`config.mk`:
```
export PLATFORM = sky130hd
export DESIGN_NAME = adjacency_matrix_dfs_order_core
export DESIGN_NICKNAME = d
export VERILOG_FILES = /design/src/rtl/adfs_pkg.sv /design/src/rtl/adjacency_matrix_dfs_order_core.sv /design/src/rtl/adfs_seq.sv /design/src/rtl/adfs_dpath.sv
export SDC_FILE = /design/constraint.sdc
export NUM_CORES = 1
export LEC_CHECK = 0
export BUFFER_PORTS_ARGS = -buffer_cell sky130_fd_sc_hd__buf_4
export CAP_MARGIN = 10
export CORE_ASPECT_RATIO = 1.1
export CORE_UTILIZATION = 50
export DETAILED_ROUTE_END_ITERATION = 8
export PLACE_DENSITY_LB_ADDON = 0.15
export SETUP_SLACK_MARGIN = 0.05
export SLEW_MARGIN = 20
export SYNTH_ARGS = -nofsm -noshare
export SYNTH_HDL_FRONTEND = slang
export SYNTH_HIERARCHICAL = 1
export SYNTH_SLANG_ARGS = --single-unit
```
`constraint.sdc`:
```
create_clock -name clk -period 8.2 [get_ports clk]
set_input_delay 1.64 -clock clk [delete_from_list [all_inputs] [get_ports clk]]
set_output_delay 1.64 -clock clk [all_outputs]
set_load 0.05 [all_outputs]
```
`src/rtl/adfs_pkg.sv`:
```
// Shared types, constants and the microcode table for the depth-first walk core.
// Used by adfs_seq, adfs_dpath and adjacency_matrix_dfs_order_core; no dependencies.
package adfs_pkg;

	localparam int VERTICES  = 8;
	localparam int VTX_W     = 3;
	localparam int DEPTH_W   = 4;
	localparam int ADJ_W     = 64;
	localparam int PADDR_W   = 4;

	localparam logic [VTX_W-1:0]   SCAN_LAST = VTX_W'(VERTICES - 1);
	localparam logic [DEPTH_W-1:0] STACK_MAX = DEPTH_W'(VERTICES);

	// register index sits at byte address 8*i
	localparam logic REG_ADJ = 1'b0;

	typedef logic [1:0] step_t;
	localparam step_t STEP_IDLE = 2'd0;
	localparam step_t STEP_POP  = 2'd1;
	localparam step_t STEP_SCAN = 2'd2;
	localparam step_t STEP_EMIT = 2'd3;

	typedef enum logic [1:0] {
		COND_IN     = 2'd0,
		COND_ALWAYS = 2'd1,
		COND_SCAN   = 2'd2,
		COND_EMIT   = 2'd3
	} cond_t;

	typedef struct packed {
		logic  take_in;
		logic  pop;
		logic  scan;
		logic  emit;
		cond_t cond;
		step_t target;
	} ctrl_t;

	typedef struct packed {
		logic in_go;
		logic scan_done;
		logic out_free;
		logic walk_last;
		logic stack_empty;
	} dp_status_t;

	function automatic ctrl_t ucode_rom(input step_t s);
		ctrl_t c;
		c = '0;
		unique case (s)
			STEP_IDLE: begin
				c.take_in = 1'b1;
				c.cond    = COND_IN;
				c.target  = STEP_POP;
			end
			STEP_POP: begin
				c.pop    = 1'b1;
				c.cond   = COND_ALWAYS;
				c.target = STEP_SCAN;
			end
			STEP_SCAN: begin
				c.scan   = 1'b1;
				c.cond   = COND_SCAN;
				c.target = STEP_EMIT;
			end
			STEP_EMIT: begin
				c.emit   = 1'b1;
				c.cond   = COND_EMIT;
				c.target = STEP_POP;
			end
			default: c = '0;
		endcase
		return c;
	endfunction

endpackage

```
`src/rtl/adjacency_matrix_dfs_order_core.sv`:
```
// Depth-first visit order over an 8-vertex graph held in a 64-bit adjacency register.
// A start vertex beat on the input channel yields one output beat per reachable vertex,
// in visit order, with last set on the final one. Neighbours are scanned in ascending order and visited highest first.
// Each walk runs the microcode loop once per visited vertex: one pop step, one scan step per
// column and one emit step.
// The next start vertex is taken once the last beat of the walk is in the output register.
// Adjacency matrix at APB byte address 0: bit row*8+col marks an edge from row to col.
// Depends on adfs_pkg, adfs_seq and adfs_dpath.
module adjacency_matrix_dfs_order_core import adfs_pkg::*; (
	input  logic               clk,
	input  logic               arst_n,
	input  logic               psel,
	input  logic               penable,
	input  logic               pwrite,
	input  logic [PADDR_W-1:0] paddr,
	input  logic [ADJ_W-1:0]   pwdata,
	output logic [ADJ_W-1:0]   prdata,
	output logic               pready,
	input  logic               in_valid,
	output logic               in_ready,
	input  logic [VTX_W-1:0]   start_vertex,
	output logic               out_valid,
	input  logic               out_ready,
	output logic [VTX_W-1:0]   visited_vertex,
	output logic               last
);

	logic [ADJ_W-1:0] adj_q;
	ctrl_t            ctrl;
	step_t            step;
	dp_status_t       status;

	assign pready   = 1'b1;
	assign prdata   = (paddr[3] == REG_ADJ) ? adj_q : '0;
	assign in_ready = ctrl.take_in;

	always_ff @(posedge clk or negedge arst_n) begin
		if (!arst_n)
			adj_q <= '0;
		else if (psel && penable && pwrite && pready && paddr[3] == REG_ADJ)
			adj_q <= pwdata;
	end

	adfs_seq u_seq (
		.clk    (clk),
		.arst_n (arst_n),
		.status (status),
		.ctrl   (ctrl),
		.step   (step)
	);

	adfs_dpath u_dpath (
		.clk            (clk),
		.arst_n         (arst_n),
		.ctrl           (ctrl),
		.adj_bits       (adj_q),
		.in_valid       (in_valid),
		.start_vertex   (start_vertex),
		.out_ready      (out_ready),
		.out_valid      (out_valid),
		.visited_vertex (visited_vertex),
		.last           (last),
		.status         (status)
	);

	// a pop never sees an empty stack
	a_pop_nonempty: assert property (@(posedge clk) disable iff (!arst_n)
		ctrl.pop |-> !status.stack_empty)
		else $error("pop from empty stack");

	a_start_to_pop: assert property (@(posedge clk) disable iff (!arst_n)
		(in_valid && in_ready) |=> (step == STEP_POP || step == STEP_IDLE))
		else $error("accepted start did not enter the walk");

	// after the final beat of a walk is loaded, the core is idle again
	a_last_idle: assert property (@(posedge clk) disable iff (!arst_n)
		(ctrl.emit && status.out_free && status.walk_last) |=> (in_ready && last && out_valid))
		else $error("core not idle after last beat");

	a_scan_in_range: assert property (@(posedge clk) disable iff (!arst_n)
		(ctrl.scan && status.scan_done) |=> ctrl.emit)
		else $error("scan did not hand over to emit");

endmodule

```
`src/rtl/adfs_seq.sv`:
```
// Microcode sequencer: step counter, control word lookup and conditional jumps.
// Depends on adfs_pkg for the control word, status struct and table.
module adfs_seq import adfs_pkg::*; (
	input  logic       clk,
	input  logic       arst_n,
	input  dp_status_t status,
	output ctrl_t      ctrl,
	output step_t      step
);

	step_t step_q;
	step_t step_nxt;

	assign ctrl = ucode_rom(step_q);
	assign step = step_q;

	always_comb begin
		step_nxt = step_q;
		unique case (ctrl.cond)
			COND_IN:     if (status.in_go) step_nxt = ctrl.target;
			COND_ALWAYS: step_nxt = ctrl.target;
			COND_SCAN:   if (status.scan_done) step_nxt = ctrl.target;
			COND_EMIT: begin
				if (status.out_free)
					step_nxt = status.walk_last ? STEP_IDLE : ctrl.target;
			end
			default:     step_nxt = STEP_IDLE;
		endcase
	end

	always_ff @(posedge clk or negedge arst_n) begin
		if (!arst_n)
			step_q <= STEP_IDLE;
		else
			step_q <= step_nxt;
	end

endmodule

```
`src/rtl/adfs_dpath.sv`:
```
// Datapath: LIFO stack, visited/pending marks, neighbour scan and output register.
// Depends on adfs_pkg; driven by the control word from adfs_seq.
module adfs_dpath import adfs_pkg::*; (
	input  logic             clk,
	input  logic             arst_n,
	input  ctrl_t            ctrl,
	input  logic [ADJ_W-1:0] adj_bits,
	input  logic             in_valid,
	input  logic [VTX_W-1:0] start_vertex,
	input  logic             out_ready,
	output logic             out_valid,
	output logic [VTX_W-1:0] visited_vertex,
	output logic             last,
	output dp_status_t       status
);

	logic [VTX_W-1:0]    stack_q [VERTICES];
	logic [DEPTH_W-1:0]  depth_q;
	logic [VERTICES-1:0] visited_q;
	logic [VERTICES-1:0] pending_q;
	logic [VTX_W-1:0]    cur_v_q;
	logic [VTX_W-1:0]    scan_q;
	logic [DEPTH_W-1:0]  count_q;
	logic                out_valid_q;
	logic [VTX_W-1:0]    out_v_q;
	logic                out_last_q;

	logic               start_ok;
	logic               in_acc;
	logic [DEPTH_W-1:0] top_idx;
	logic [VTX_W-1:0]   pop_v;
	logic               edge_bit;
	logic               seen;
	logic               do_push;
	logic               wr_en;
	logic [VTX_W-1:0]   wr_addr;
	logic [VTX_W-1:0]   wr_data;
	logic               out_free;
	logic               walk_last;

	assign start_ok = {1'b0, start_vertex} < DEPTH_W'(VERTICES);
	assign in_acc   = ctrl.take_in && in_valid;
	assign top_idx  = depth_q - DEPTH_W'(1);
	assign pop_v    = stack_q[top_idx[VTX_W-1:0]];
	// row stride is fixed at eight columns
	assign edge_bit = adj_bits[{cur_v_q, scan_q}];
	assign seen     = visited_q[scan_q] | pending_q[scan_q];
	assign do_push  = ctrl.scan && edge_bit && !seen && (depth_q < STACK_MAX);

	assign wr_en   = (in_acc && start_ok) || do_push;
	assign wr_addr = in_acc ? '0 : depth_q[VTX_W-1:0];
	assign wr_data = in_acc ? start_vertex : scan_q;

	assign out_free  = !out_valid_q || out_ready;
	assign walk_last = (depth_q == '0) || (count_q == DEPTH_W'(VERTICES));

	assign status.in_go       = in_acc && start_ok;
	assign status.scan_done   = scan_q == SCAN_LAST;
	assign status.out_free    = out_free;
	assign status.walk_last   = walk_last;
	assign status.stack_empty = depth_q == '0;

	assign out_valid      = out_valid_q;
	assign visited_vertex = out_v_q;
	assign last           = out_last_q;

	always_ff @(posedge clk) begin
		if (wr_en)
			stack_q[wr_addr] <= wr_data;
	end

	always_ff @(posedge clk or negedge arst_n) begin
		if (!arst_n) begin
			depth_q     <= '0;
			visited_q   <= '0;
			pending_q   <= '0;
			count_q     <= '0;
			out_valid_q <= 1'b0;
		end else begin
			if (in_acc) begin
				visited_q <= '0;
				count_q   <= '0;
				if (start_ok) begin
					depth_q   <= DEPTH_W'(1);
					pending_q <= VERTICES'(1) << start_vertex;
				end else begin
					depth_q   <= '0;
					pending_q <= '0;
				end
			end
			if (ctrl.pop) begin
				depth_q   <= top_idx;
				pending_q <= pending_q & ~(VERTICES'(1) << pop_v);
				visited_q <= visited_q | (VERTICES'(1) << pop_v);
				count_q   <= count_q + DEPTH_W'(1);
			end
			if (do_push) begin
				depth_q   <= depth_q + DEPTH_W'(1);
				pending_q <= pending_q | (VERTICES'(1) << scan_q);
			end
			if (ctrl.emit && out_free)
				out_valid_q <= 1'b1;
			else if (out_ready)
				out_valid_q <= 1'b0;
		end
	end

	always_ff @(posedge clk) begin
		if (ctrl.pop) begin
			cur_v_q <= pop_v;
			scan_q  <= '0;
		end else if (ctrl.scan && scan_q != SCAN_LAST) begin
			scan_q <= scan_q + VTX_W'(1);
		end
		if (ctrl.emit && out_free) begin
			out_v_q    <= cur_v_q;
			out_last_q <= walk_last;
		end
	end

endmodule

```
# Word level (Yosys, flattened, before mapping)
# Memories as Yosys holds them, arrays and structs flattened.
# Index checks and enable logic that the tools add are counted.
dict set report classes {
  bitwise 6
  muxes 33
  addsub 4
  order_cmp 3
  eq_ne 12
  n_shift 3
  n_reduce_logical 21
}
# op n
set op_table {}
lappend op_table {{64-bit 2-to-1 mux} 1}
lappend op_table {{8-bit 2-to-1 mux} 5}
lappend op_table {{1-bit by 3-bit << shifter with 8-bit output, first input constant} 3}
lappend op_table {{4-bit 2-to-1 mux} 5}
lappend op_table {{8-bit OR} 2}
lappend op_table {{4-bit case mux with 4 select lines} 1}
lappend op_table {{1-bit 2-to-1 mux} 11}
lappend op_table {{1-bit logical AND} 9}
lappend op_table {{4-bit by 1-bit adder with 4-bit output, second input constant} 2}
lappend op_table {{8-bit bitwise AND} 1}
lappend op_table {{2-bit equality test, second input constant} 4}
lappend op_table {{2-bit 2-to-1 mux} 4}
lappend op_table {{8-bit NOT} 1}
lappend op_table {{2-bit case mux with 4 select lines} 1}
lappend op_table {{6-bit by 7-bit less-than comparator with 1-bit output, second input constant} 1}
lappend op_table {{1-bit binary-select mux with 3-bit select} 2}
lappend op_table {{1-bit binary-select mux with 6-bit select} 1}
lappend op_table {{3-bit 2-to-1 mux} 2}
lappend op_table {{2-bit inequality test, second input constant} 3}
lappend op_table {{2-bit by 1-bit equality test with 1-bit output, second input constant} 2}
lappend op_table {{4-bit equality test, second input constant} 1}
lappend op_table {{2-bit zero test} 2}
lappend op_table {{4-bit zero test} 1}
lappend op_table {{3-bit by 4-bit less-than comparator with 1-bit output, second input constant} 1}
lappend op_table {{other kinds (12)} 16}
dict set report totals {
  ramBits 24
  register_bits 101
  memories 1
  wordCells 94
  output_inout_bits 71
}
# memory words width read_ports rd_ports_with_merged_regs write_ports line
set memory_table {}
lappend memory_table {u_dpath.stack_q 8 3 1 0 1 adfs_dpath.sv:17} ;# logic [VTX_W-1:0] stack_q [VERTICES];

# Logic depth before layout (Yosys ltp)
dict set report depth {
  depth_word 9
  ltp_mapped 12
}

# Modules after synthesis
# The synthesis kept the hierarchy.
# module cells_each instances area_per_inst_um2 seq_area_each_um2
set modules_own_cells {}
lappend modules_own_cells {adfs_dpath 351 1 3711.1 1616.6}
lappend modules_own_cells {adjacency_matrix_dfs_order_core 209 1 3141.8 1601.5}
lappend modules_own_cells {adfs_seq 23 1 219.0 50.0}

# Worst setup path after synthesis
# No wires, ideal clock.
dict set report synth_timing {
  kind {input to output}
  start {input port paddr[3]}
  end {output port prdata[10]}
  arrival_ns 2.701
  slack_ns 3.859
  cell_stages 3
  path_cell_list {buf_2 -> clkbuf_1 -> nor2b_1}
}
dict set report synth_via {
  elab_chain_cells 1
}
# element line
set synth_lines {}
lappend synth_lines {{start: declaration} adjacency_matrix_dfs_order_core.sv:15} ;# input logic [PADDR_W-1:0] paddr,
lappend synth_lines {{64-bit 2-to-1 mux} adjacency_matrix_dfs_order_core.sv:34} ;# assign prdata = (paddr[3] == REG_ADJ) ? adj_q : '0;
lappend synth_lines {{end: declaration} adjacency_matrix_dfs_order_core.sv:17} ;# output logic [ADJ_W-1:0] prdata,
# Every way passes these cells.

# Worst setup path after layout
dict set report layout_timing {
  start {input port paddr[3]}
  end {output port prdata[43]}
}
# Same word-level chain as after synthesis.

==> metrics.txt <==
Max transition margin=33.9%; # hold bufs at CTS=0; first-pass GRT wire length=26000 um; final clock period utilization by the worst path=51.1%; number of CTS-inserted buffers=17; layout cells sized above 1=37.5%; 1st-iter DRT viols=400; Clock Skew=0.0116 ns; vias=4864; CORE AREA=13800 sq um; power per standard cell area=362 nW/um^2; gpl congestion=0.833; syn nets=674; Critical Path End Type=primary output; clock root cell=clkbuf_16; Post-CTS Setup Bufs=0; DRC=0; global route overflow=0; area grow syn2layout=23.0%; Port Buffers=144; VDD IR max=0.223 mV; all-layer global routing usage=23.6%; crit path kind=input pin to primary output; final setup violation count=0; fin. max-slew vios=0; max_cap viols=0; setup TNS=0 ns; mapped cell area=7050 sq um; YS warnings=6; ANT nets after route=0; largest net degree at the start of global routing=66; CP startpoint kind=input pin; clk sinks=125; initial cell density of the core=51.1%; post-DR wirelength/cell=18.2 um; Synth Area per Inst=12.2 sq um; status=finished, final reports clean; Design Area, Final=8670 sq um; DR vias/cell=5.37; Fill cells=1109; First-pass DRT Iterations=5; Clock Latency Late Sink=0.42 ns; Layout Cells excl Fill=905; antenna violations before repair=0; Critical Path AT=2.55 ns; CTS Buffer Depth=2; Placed Cells=873; Fin. Hold Viols=0; vias in the first global route=4845; Max Clock Freq=0.239 GHz; HPWL Detailed=11200 um; Die Area=14600 sq um; CTS H-tree lvls=4; CTS tree=built; I/O Pins=149; Slew @ Worst Pin=0.981 ns; DP Area=8050 sq um; CTS resizes=0; Tot Pwr=3.13 mW; Post-Route WL=16500 um; Worst Path Required=6.56 ns; n_diodes=0; CP Max Fanout=65; Net count, final=800; RSZ-0062 raised after global routing=no; Die X=115 um; num rows=45; Leak Pwr=3.98 nW; Post-Syn Instances=578; Min Clock Period, post-route=4.19 ns; clk slew on worst S/H paths=0.06 ns; worst hold path class=register to register; die height=127 um
state kept, by name, indices dropped and copies added (netlist names), 2 cells and up:
signal / count
adj_q: 64
u_dpath/count_q: 4
u_dpath/cur_v_q: 3
u_dpath/depth_q: 4
u_dpath/pending_q: 8
u_dpath/scan_q: 3
u_dpath/stack_q: 24
u_dpath/visited_q: 8
u_dpath/visited_vertex: 3
u_seq/step: 2
worst paths after layout:
kind / start / end / slack [ns] / cells after the start
max reg2reg: u_dpath/scan_q[0] / u_dpath/stack_q[2][1] / 4.70 / 8
max in group asynchronous: arst_n / adj_q[40] / 5.89 / 2
min in group asynchronous: arst_n / adj_q[6] / 1.16 / 1
max: paddr[3] / prdata[43] / 4.01 / 3
min reg2reg: u_dpath/count_q[3] / u_dpath/count_q[3] / 0.49 / 1
min: u_dpath/count_q[3] / u_dpath/count_q[3] / 0.49 / 1
report_power, final:
| group | internal [mW] | switching [mW] |
|---|---|---|
| logic | 0.566 | 0.789 |
| registers | 0.832 | 0.173 |
| clock network | 0.500 | 0.274 |
final cells by class:
class	instances	area (sq um)	area share (%)
Clock buffer	21	470	5.43
Clock inverter	11	141	1.63
Inverter	18	67.6	0.780
Multi-Input combinational cell	394	3370	38.9
Sequential cell	125	3270	37.7
Tap cell	188	235	2.71
Timing Repair Buffer	148	1110	12.9
through the flow:
stage | setup WS [ns] | hold slack (ns) | utilization, %
after global placement | 4.01 | 0.471 | 58.4
final | 4.01 | 0.493 | 62.8
after global routing | 3.94 | 0.538 | 62.8
after floorplan | 3.86 | 0.450 | -
after detailed placement | 4.00 | 0.483 | 58.4
after CTS | 3.99 | 0.494 | 62.8
worst max-delay path: stages:
cell	delay [ns]
buf_4	0.52
nor2b_1	0.14
buf_4	0.23
cell usage in the layout, fill, tap and decap left out, types with 18 or more instances in the layout:
cell	n
buf_4	147
dfrtp_1	91
nor2b_1	67
mux2_4	61
mux2i_1	41
a21oi_1	36
nor2_1	35
edfxtp_1	31
nand2_1	24
ha_1	18
metal layers:
metal	track usage, %	share of wire (%)	vias up
met3	5.59	4.6	15
met2	40.1	51	128
met4	7.26	0.89	0
li1	-	-	2302
met5	0	0	-
met1	29.5	43	2419
(Power assumes the default switching activity.)
